===== config.mk =====
export PLATFORM = sky130hd
export DESIGN_NAME = hostname_email_validator
export DESIGN_NICKNAME = d
export VERILOG_FILES = /design/src/sv/hev_pkg.sv /design/src/sv/hev_step.sv /design/src/sv/hostname_email_validator.sv
export SDC_FILE = /design/constraint.sdc
export NUM_CORES = 1
export LEC_CHECK = 0
export CORE_MARGIN = 10
export CORE_UTILIZATION = 40
export DETAILED_ROUTE_END_ITERATION = 8
export DONT_BUFFER_PORTS = 1
export PLACE_DENSITY = 0.58
export RECOVER_POWER = 100
export SLEW_MARGIN = 20
export SYNTH_ARGS = -nofsm -noshare
export SYNTH_HDL_FRONTEND = slang
export SYNTH_SLANG_ARGS = --single-unit
export TNS_END_PERCENT = 5

===== constraint.sdc =====
create_clock -name clock -period 4.6 [get_ports clock]
set_input_delay 0 -clock clock [delete_from_list [all_inputs] [get_ports clock]]
set_output_delay 0 -clock clock [all_outputs]
set_load 0.05 [all_outputs]

===== src/sv/hev_pkg.sv =====
// Package for the hostname / email validator: shared types, constants and
// register indexes. No dependencies.
package hev_pkg;

   // Character class of the previous byte
   typedef enum logic [1:0] {
      KIND_OTHER  = 2'd0,
      KIND_HYPHEN = 2'd1,
      KIND_DOT    = 2'd2
   } kind_type;

   // Configuration register indexes
   typedef enum logic [1:0] {
      CSR_MODE      = 2'd0,
      CSR_MAX_LABEL = 2'd1,
      CSR_MAX_TOTAL = 2'd2,
      CSR_MAX_LOCAL = 2'd3
   } csr_index_type;

   localparam logic       MODE_HOST  = 1'b0;
   localparam logic       MODE_EMAIL = 1'b1;

   localparam logic [7:0] CHAR_AT     = 8'h40;
   localparam logic [7:0] CHAR_DOT    = 8'h2E;
   localparam logic [7:0] CHAR_HYPHEN = 8'h2D;
   localparam logic [7:0] CHAR_SPACE  = 8'h20;

   localparam logic [5:0] MAX_LABEL_RESET = 6'd63;
   localparam logic [7:0] MAX_TOTAL_RESET = 8'd253;
   localparam logic [5:0] MAX_LOCAL_RESET = 6'd63;
   localparam logic [7:0] TOTAL_SAT       = 8'd255;

   // Configuration registers
   typedef struct packed {
      logic       mode;
      logic [5:0] max_label;
      logic [7:0] max_total;
      logic [5:0] max_local;
   } cfg_type;

   // Per-string scan state
   typedef struct packed {
      logic       failed;
      logic       in_domain;
      logic       at_part_start;
      kind_type   prev_kind;
      logic [5:0] label_count;
      logic [7:0] total_count;
      logic [5:0] local_count;
   } scan_type;

   localparam scan_type SCAN_RESET = '{
      failed:        1'b0,
      in_domain:     1'b0,
      at_part_start: 1'b1,
      prev_kind:     KIND_OTHER,
      label_count:   6'd0,
      total_count:   8'd0,
      local_count:   6'd0
   };

   localparam cfg_type CFG_RESET = '{
      mode:      MODE_HOST,
      max_label: MAX_LABEL_RESET,
      max_total: MAX_TOTAL_RESET,
      max_local: MAX_LOCAL_RESET
   };

   function automatic logic letter_or_digit(input logic [7:0] b);
      return (b >= 8'h30 && b <= 8'h39) || (b >= 8'h61 && b <= 8'h7A) ||
             (b >= 8'h41 && b <= 8'h5A);
   endfunction

   function automatic kind_type kind_of(input logic [7:0] b);
      kind_type k;
      k = KIND_OTHER;
      if (b == CHAR_HYPHEN) k = KIND_HYPHEN;
      else if (b == CHAR_DOT) k = KIND_DOT;
      return k;
   endfunction

endpackage


===== src/sv/hev_step.sv =====
// Per-byte scan logic: next scan state and verdict for one byte.
// Depends on hev_pkg.
module hev_step (
   input  hev_pkg::cfg_type  cfg,
   input  hev_pkg::scan_type cur,
   input  logic [7:0]        text_byte,
   input  logic              last,
   output hev_pkg::scan_type nxt,
   output logic              verdict
);
   import hev_pkg::*;

   scan_type upd;
   kind_type k;
   logic     alnum;

   // Apply one byte to the scan state
   always_comb begin
      k     = kind_of(text_byte);
      alnum = letter_or_digit(text_byte);
      upd   = cur;
      if (!cur.failed) begin
         if (cfg.mode == MODE_HOST || cur.in_domain) begin
            // hostname label rules
            if (cur.at_part_start && !alnum) begin
               upd.failed = 1'b1;
            end else if (k != KIND_OTHER && cur.prev_kind != KIND_OTHER) begin
               upd.at_part_start = 1'b0;
               upd.failed        = 1'b1;
            end else if (k == KIND_HYPHEN || alnum) begin
               upd.at_part_start = 1'b0;
               if (cur.label_count >= cfg.max_label ||
                   cur.total_count >= cfg.max_total) begin
                  upd.failed = 1'b1;
               end else begin
                  upd.label_count = cur.label_count + 6'd1;
                  if (cur.total_count != TOTAL_SAT)
                     upd.total_count = cur.total_count + 8'd1;
                  upd.prev_kind = k;
               end
            end else if (k == KIND_DOT) begin
               upd.at_part_start = 1'b0;
               upd.label_count   = 6'd0;
               if (cur.total_count != TOTAL_SAT)
                  upd.total_count = cur.total_count + 8'd1;
               upd.prev_kind = k;
            end else begin
               upd.at_part_start = 1'b0;
               upd.failed        = 1'b1;
            end
         end else begin
            // email local part
            if (cur.at_part_start && (text_byte == CHAR_SPACE ||
                text_byte == CHAR_DOT || text_byte == CHAR_AT)) begin
               upd.failed = 1'b1;
            end else if (text_byte == CHAR_AT) begin
               if (cur.prev_kind == KIND_DOT) begin
                  upd.at_part_start = 1'b0;
                  upd.failed        = 1'b1;
               end else begin
                  upd.in_domain     = 1'b1;
                  upd.at_part_start = 1'b1;
                  upd.prev_kind     = KIND_OTHER;
                  upd.label_count   = 6'd0;
                  upd.total_count   = 8'd0;
               end
            end else begin
               upd.at_part_start = 1'b0;
               if (text_byte[7:6] != 2'b10) begin
                  if (cur.local_count >= cfg.max_local) begin
                     upd.failed = 1'b1;
                  end else begin
                     upd.local_count = cur.local_count + 6'd1;
                     upd.prev_kind   = k;
                  end
               end else begin
                  upd.prev_kind = k;
               end
            end
         end
      end
   end

   // Verdict on the final byte, then clear for the next string
   always_comb begin
      if (upd.failed) verdict = 1'b0;
      else if (cfg.mode == MODE_HOST) verdict = (upd.prev_kind != KIND_HYPHEN);
      else verdict = upd.in_domain && !upd.at_part_start &&
                     (upd.prev_kind == KIND_OTHER);
      nxt = last ? SCAN_RESET : upd;
   end

endmodule


===== src/sv/hostname_email_validator.sv =====
// Request beats pass through the input register; verdicts leave from the response register.
// Throughput: one byte per cycle; a string's verdict comes out on its last byte.
// The input register is the only stall point: it holds a last byte only while
// the response register is full and stalled.
// Synchronous active-high reset restores the register defaults and clears the
// scan state and the valid flags of both pipeline registers.
// Top level of the validator. Depends on hev_pkg and hev_step.
module hostname_email_validator (
   input  logic       clock,
   input  logic       reset,
   input  logic       req_valid,
   output logic       req_stall,
   input  logic [7:0] req_text_byte,
   input  logic       req_last,
   output logic       rsp_valid,
   input  logic       rsp_stall,
   output logic       rsp_valid_res,
   input  logic       csr_valid,
   output logic       csr_ready,
   input  logic [1:0] csr_index,
   input  logic [7:0] csr_wdata
);
   import hev_pkg::*;

   cfg_type    cfg_ff, cfg_in;
   scan_type   scan_ff, scan_in, scan_nxt;
   logic       s1_valid_ff, s1_valid_in;
   logic [7:0] s1_byte_ff, s1_byte_in;
   logic       s1_last_ff, s1_last_in;
   logic       out_valid_ff, out_valid_in;
   logic       out_res_ff, out_res_in;
   logic       verdict;
   logic       out_free, s1_fire, req_fire;

   assign csr_ready = 1'b1;

   // Register writes
   always_comb begin
      cfg_in = cfg_ff;
      if (csr_valid) begin
         case (csr_index_type'(csr_index))
            CSR_MODE:      cfg_in.mode      = csr_wdata[0];
            CSR_MAX_LABEL: cfg_in.max_label = csr_wdata[5:0];
            CSR_MAX_TOTAL: cfg_in.max_total = csr_wdata;
            CSR_MAX_LOCAL: cfg_in.max_local = csr_wdata[5:0];
            default:       cfg_in = cfg_ff;
         endcase
      end
   end

   // Handshake between input register and response register
   assign out_free  = !out_valid_ff || !rsp_stall;
   assign s1_fire   = s1_valid_ff && (!s1_last_ff || out_free);
   assign req_stall = s1_valid_ff && !s1_fire;
   assign req_fire  = req_valid && !req_stall;

   hev_step u_step (
      .cfg       (cfg_ff),
      .cur       (scan_ff),
      .text_byte (s1_byte_ff),
      .last      (s1_last_ff),
      .nxt       (scan_nxt),
      .verdict   (verdict)
   );

   // Next values of the pipeline and scan state
   always_comb begin
      s1_valid_in  = s1_valid_ff;
      s1_byte_in   = s1_byte_ff;
      s1_last_in   = s1_last_ff;
      scan_in      = scan_ff;
      out_valid_in = out_valid_ff;
      out_res_in   = out_res_ff;
      if (s1_fire) begin
         s1_valid_in = 1'b0;
         scan_in     = scan_nxt;
      end
      if (req_fire) begin
         s1_valid_in = 1'b1;
         s1_byte_in  = req_text_byte;
         s1_last_in  = req_last;
      end
      if (out_valid_ff && !rsp_stall) out_valid_in = 1'b0;
      if (s1_fire && s1_last_ff) begin
         out_valid_in = 1'b1;
         out_res_in   = verdict;
      end
   end

   always_ff @(posedge clock) begin
      if (reset) begin
         cfg_ff       <= CFG_RESET;
         scan_ff      <= SCAN_RESET;
         s1_valid_ff  <= 1'b0;
         out_valid_ff <= 1'b0;
      end else begin
         cfg_ff       <= cfg_in;
         scan_ff      <= scan_in;
         s1_valid_ff  <= s1_valid_in;
         out_valid_ff <= out_valid_in;
      end
   end

   // Payload registers
   always_ff @(posedge clock) begin
      s1_byte_ff <= s1_byte_in;
      s1_last_ff <= s1_last_in;
      out_res_ff <= out_res_in;
   end

   assign rsp_valid     = out_valid_ff;
   assign rsp_valid_res = out_res_ff;

   // An empty input register never stalls the request side
   a_no_idle_stall: assert property (@(posedge clock) disable iff (reset)
      !s1_valid_ff |-> !req_stall)
      else $error("request stalled with empty input register");

   // A last byte leaves the scan state at its reset value
   a_clear_on_last: assert property (@(posedge clock) disable iff (reset)
      s1_fire && s1_last_ff |=> scan_ff == SCAN_RESET)
      else $error("scan state not cleared after last byte");

   // A last byte always produces a response beat
   a_rsp_on_last: assert property (@(posedge clock) disable iff (reset)
      s1_fire && s1_last_ff |=> out_valid_ff)
      else $error("last byte without response");

   // At the start of a part the previous kind is always neutral
   a_part_start_kind: assert property (@(posedge clock) disable iff (reset)
      !scan_ff.failed && scan_ff.at_part_start |-> scan_ff.prev_kind == KIND_OTHER)
      else $error("part start with stale previous kind");

endmodule


==> run metrics, run 1 <==
TritonCTS buffer count 9; DRT Wirelength 7460 um; clock insertion delay at the later pin of the skew report 0.34 ns; max-capacitance violation count 0; syn_nets 418; yosys warns 0; PD cells 320 nW/um2; share of cells above drive strength 1 0.0597; cell count after placement approximately 460; Max Freq 330 MHz; Core Util, Final 0.481; most frequent cells in the layout 48 x dfxtp_1, 46 x nand2_1, 33 x nor2_1, 27 x o21ai_0, 26 x inv_1; Syn Inst Count 371; type of origin of the critical path flip-flop; Slew Limit Fails 0; CTS tree built; arrival time at the worst endpoint about 3.3 ns; Root Buffer clkbuf_8; first-pass iteration count of the detailed router 4; commonest non-fill, non-tap cell in the layout dfxtp_1; Worst Hold Class input port to flip-flop; Die Wd 109 um; Fillers slightly below 800; Setup crit end kind flip-flop; row count 32; clock-pin slew on the worst setup and hold paths 0.07 ns; min-delay src reset; P&R area growth vs syn 17.0%; ANT nets after route 0; Slew @ Worst Pin 0.922 ns; diode count 0; post-DR wirelength/cell 14.8 um; Final Hold Fails 0; Initial Util 0.411; Sum Neg Setup Slack 0 ns; post-DR vias/cell 5.28; GR Overflow Total 0; footprint of the multi-input gates 1770 um2; Detailed Route Iter0 Violations 160; clk sinks just under 60; critical path launch point s1_byte_ff[1]$_DFFE_PP_; sequential area share after synthesis 0.395; vias in the first global route 2,727; post-cts sizing count 0; die area 12,000 um2; Hold Worst Slack 0.0459 ns; Reg area about 1300 um2; syn avg cell area 8.61 um2; initial antenna violation count 0; largest net degree at the start of global routing 27; Nets 444; input/output buffers 0; CP max FO 7; Worst Hold Path Cells 3; CTS Hold Bufs 24; Tcrit/Tclk final 0.659; DIE HEIGHT 109 um; Slew HR 0.383; fin cells between 500 and 600; worst path required time 4.82 ns; Top FF cell, synth dfxtp_1; unrepaired setup endpoints after global routing no; Mapped Area approximately 3200 um2; GRT Util Overall 0.133; vias 2,663; DRC errors left 0; clock skew between 0.009 and 0.01 ns; post-CTS setup buffer count 0; Seq cells post-synth 58; Max Root-Sink Buffers 2; Post-DP HPWL about 5400 um; Yosys cell types 61; P_leak 0.00159 uW; r2r worst-path depth 7; core area 7770 um2; Max IR drop VDD ~190 uV; I/O pins 28; ys async rst share 0; Final setup viols 0; run status completed; power after layout 1200 uW; Setup CP Type flip-flop to flip-flop; Post-synth EDFFs 10; Crit Reg-Reg Startpoint s1_byte_ff[1]$_DFFE_PP_; H-tree depth 3; RD Place Congestion 0.830; global-route wire length before repair 12,800 um; Period minus WS final 3.03 ns
## critical path, cell delays in order (launching register included)
cell and delay, ns:
edfxtp_1 0.50, nor3_1 0.61, nand3_1 0.29, or4_1 0.56
o211ai_1 0.20, nand2_1 0.22, or3_1 0.41, mux2i_1 0.13
## logic make-up (layout without fill, tap and decap cells)
group / Yosys count / after routing / share of synthesized area
DFF: 58 / 58 / 0.395
and+or+nand+nor: 149 / 149 / 0.239
xor gates and xnor gates: 9 / 9 / 0.0247
other: 1 / 1 / 0.00117
AOI/OAI and AO/OA: 88 / 88 / 0.184
muxes: 6 / 6 / 0.0188
adders and majority gates: 23 / 23 / 0.0901
buffers and inverters: 37 / 68 / 0.0478
## layer usage
metal,vias up,GRT usage,wire length [um],share of wire
met4,0,0.0418,68,0.0091
li1,1386,-,-,-
met3,8,0.0380,261,0.035
met1,1233,0.164,3580,0.48
met2,36,0.221,3550,0.48
met5,-,0,0,0
## sequential cells by signal, indices dropped and copies added, names as in the netlist
name and count:
scan_ff 25, s1_last_ff 1, rsp_valid_res 1, rsp_valid 1
s1_valid_ff 1, cfg_ff 21, s1_byte_ff 8
## area by class of cell
type	instances	share of cell area
clock inverter	4	0.0194
timing repair buffer	25	0.0663
tap	102	0.0341
inverter	27	0.0271
sequential	58	0.337
multi-input combinational	276	0.474
clock buffer	12	0.0418
## path summary, 6_finish.rpt
path	end	slack (ns)
worst max-delay path	scan_ff[9]$_SDFFE_PP0P_	1.57
worst min register to register	cfg_ff[14]$_SDFFE_PP1P_	0.49
worst max register to register	scan_ff[9]$_SDFFE_PP0P_	1.57
worst min-delay path	cfg_ff[17]$_SDFFE_PP1P_	0.05
## synth_stat cells, drive strengths merged (3+ instances only)
master  instances  area, um2
a211oi          4       30.0
a21o            3       22.5
a21oi          18       93.8
a31o            3       26.3
and2b           3       26.3
and3            7       43.8
buf             3       23.8
clkbuf          7       27.5
dfxtp          48        961
edfxtp         10        300
ha             23        288
inv            26       97.6
mux2i           6       60.1
nand2          46        173
nand2b          5       31.3
nand3          12       60.1
nand4           7       43.8
nor2           33        124
nor2b           6       37.5
nor3            6       35.0
nor3b           4       30.0
nor4b           5       43.8
o211ai         14        105
o21a            4       30.0
o21ai          28        140
or3             4       25.0
xnor2           4       35.0
xor2            5       43.8
## through the flow
step | setup slack, ns | cell area (um2)
5_1_grt | 1.39 | 3740
3_5_place_dp | 1.81 | 3280
6_report | 1.57 | 3740
2_1_floorplan | 2.04 | 3200
4_1_cts | 1.79 | 3750
3_3_place_gp | 1.81 | 3280
## report_power, final
part           switching [uW]  internal [uW]
Combinational            61.0           43.7
Sequential               16.3            534
Clock                     204            337
Total                     281            915
(Power assumes the default switching activity.)
==> inputs of run 2 (changes only) <==
==> constraint.sdc (replaced) <==
create_clock -name clock -period 3.1 [get_ports clock]
set_input_delay 0 -clock clock [delete_from_list [all_inputs] [get_ports clock]]
set_output_delay 0 -clock clock [all_outputs]
set_load 0.05 [all_outputs]
==> run 2 against run 1 <==
Against the previous run: maximum frequency grew 5.3%; flip-flop and latch count unchanged; routed wire length is 0.38% lower; die area is the same; total power increased by 35%; non-clock buffer count up 3; combinational power is 51% higher; count of clock-buffer cells in the layout grew 2; largest power group unchanged; clock power rose by 18%.
==> run metrics, run 2 (same netlist as run 1, synthesis figures left out) <==
run status completed; Detailed Route Iter0 Violations between 100 and 150; commonest non-fill, non-tap cell in the layout dfxtp_1; most frequent cells in the layout 48 x dfxtp_1, 46 x nand2_1, 33 x nor2_1, 27 x o21ai_0, 26 x inv_1; post-DR wirelength/cell 14.7 um; Max Root-Sink Buffers 2; Root Buffer clkbuf_8; clock skew 0.00614 ns; share of cells above drive strength 1 0.0617; Sum Neg Setup Slack 0 ns; top flop regs scan_ff x25, cfg_ff x21, s1_byte_ff x8; global-route wire length before repair 12,800 um; first-pass iteration count of the detailed router 4; post-DR vias/cell 5.38; Post-DP HPWL 5490 um; Initial Util 0.411; input/output buffers 0; Hold Worst Slack slightly above 0.08 ns; GRT Util Overall 0.133; power after layout between 1500 and 2000 uW; pre-CTS WS 0.343 ns; CP max FO 7; Setup CP Type flip-flop to flip-flop; diode count 0; TritonCTS buffer count 9; Setup crit end kind flip-flop; Fillers 772; type of origin of the critical path flip-flop; max-capacitance violation count 0; Reg with most FFs scan_ff; RD Place Congestion between 0.8 and 0.9; slowest cell on the critical path or4_1; DRC errors left 0; initial antenna violation count 0; P_leak 0.00157 uW; clock insertion delay at the later pin of the skew report 0.33 ns; footprint of the multi-input gates roughly 1800 um2; GR Overflow Total 0; min-delay src reset; Worst Hold Class input port to flip-flop; DRT Wirelength 7440 um; vias in the first global route between 2,000 and 3,000; Nets 447; most frequent CP cell a21oi_1; core area 7770 um2; worst path required time 3.36 ns; post-CTS setup buffer count 0; Reg area between 1000 and 1500 um2; CP peak stage delay 0.59 ns; Max Freq between 300 and 400 MHz; Final setup viols 0; critical path launch point s1_byte_ff[0]$_DFFE_PP_; DIE HEIGHT ~110 um; crit-path cells o21ai_1 -> a21oi_1 -> a2111oi_4 -> a21oi_2 -> or4_1 -> or2_0 -> or3_1 -> a21oi_1; PD cells around 430 nW/um2; Final Hold Fails 0; Slew Limit Fails 0; vias ~2,700; arrival time at the worst endpoint 3.14 ns; row count 32; CTS tree built; Final WS setup 0.219 ns; Slew HR 0.383; Die Wd 109 um; Slew @ Worst Pin 0.922 ns; combinational share of power 0.099; Clk pwr share 0.396; max FFs per register 25; ANT nets after route 0; Tcrit/Tclk final 0.929; clk sinks 58; cell count after placement 467; largest net degree at the start of global routing 26; switching part of the total 0.247; unrepaired setup endpoints after global routing no; Period minus WS final 2.88 ns; Crit Reg-Reg Startpoint s1_byte_ff[0]$_DFFE_PP_; I/O pins 28; clock-pin slew on the worst setup and hold paths 0.07 ns; proportion of power drawn by flip-flops and latches 0.506; switching pwr 398 uW; H-tree depth 3; fin cells a little over 500; Pint 1210 uW; Max IR drop VDD 292 uV; P&R area growth vs syn 16.0%; die area 12,000 um2
-- run 2: cell types whose count changed in the layout (fill, tap and decap cells not counted) --
cell,change
clkbuf_1,+3
clkbuf_8,+3
bufinv_16,-2
clkbuf_16,-1
clkinv_2,+1
clkinvlp_4,-1
nor3_1,-1
nor3_2,+1
-- run 2: cell type report --
class                      count  share of cell area
multi-input combinational    276               0.479
sequential                    58               0.340
timing repair buffer          28              0.0699
clock buffer                  14              0.0466
tap                          102              0.0344
inverter                      27              0.0273
clock inverter                 2             0.00270
-- run 2: power by group through the flow --
| stage | Clock (uW) | Sequential (uW) | Combinational (uW) |
|---|---|---|---|
| floorplan | 0 | 825 | 107 |
| global placement | 0 | 831 | 131 |
| detailed placement | 0 | 831 | 133 |
| CTS | 658 | 814 | 163 |
| global route | 692 | 818 | 181 |
| finish | 637 | 814 | 159 |
-- run 2: final timing paths --
| check | to | slack [ns] | cells past startpoint |
|---|---|---|---|
| min | cfg_ff[14]$_SDFFE_PP1P_ | 0.08 | 3 |
| max | scan_ff[18]$_SDFFE_PP0P_ | 0.22 | 8 |
| min reg2reg | cfg_ff[14]$_SDFFE_PP1P_ | 0.49 | 2 |
| max reg2reg | scan_ff[18]$_SDFFE_PP0P_ | 0.22 | 8 |
-- run 2: timing repair --
| action | 4_1_cts | 5_1_grt |
|---|---|---|
| hold endpoints to repair | 40 | 0 |
| gates resized for setup | 0 | 0 |
| hold buffers | 24 | 0 |
-- run 2: metrics by stage --
| step | cell area, um2 | util |
|---|---|---|
| global placement | 3300 | 0.425 |
| floorplan | 3200 | - |
| finish | 3710 | 0.477 |
| detailed placement | 3300 | 0.425 |
| CTS | 3720 | 0.480 |
| global route | 3710 | 0.477 |
-- run 2: worst max-delay path: cells and delay by family (launching register included) --
kind | cells | cell delay, ns
simple gates | 3 | 1.27
compound gates | 5 | 1.04
flops | 1 | 0.50
-- run 2: metal layers --
layer / routed length [um] / up-vias / share of wire / GRT usage
li1: - / 1396 / - / -
met1: 3440 / 1251 / 0.46 / 0.166
met2: 3460 / 71 / 0.47 / 0.211
met3: 474 / 9 / 0.064 / 0.0433
met4: 60 / 0 / 0.0081 / 0.0455
met5: 0 / - / 0 / 0
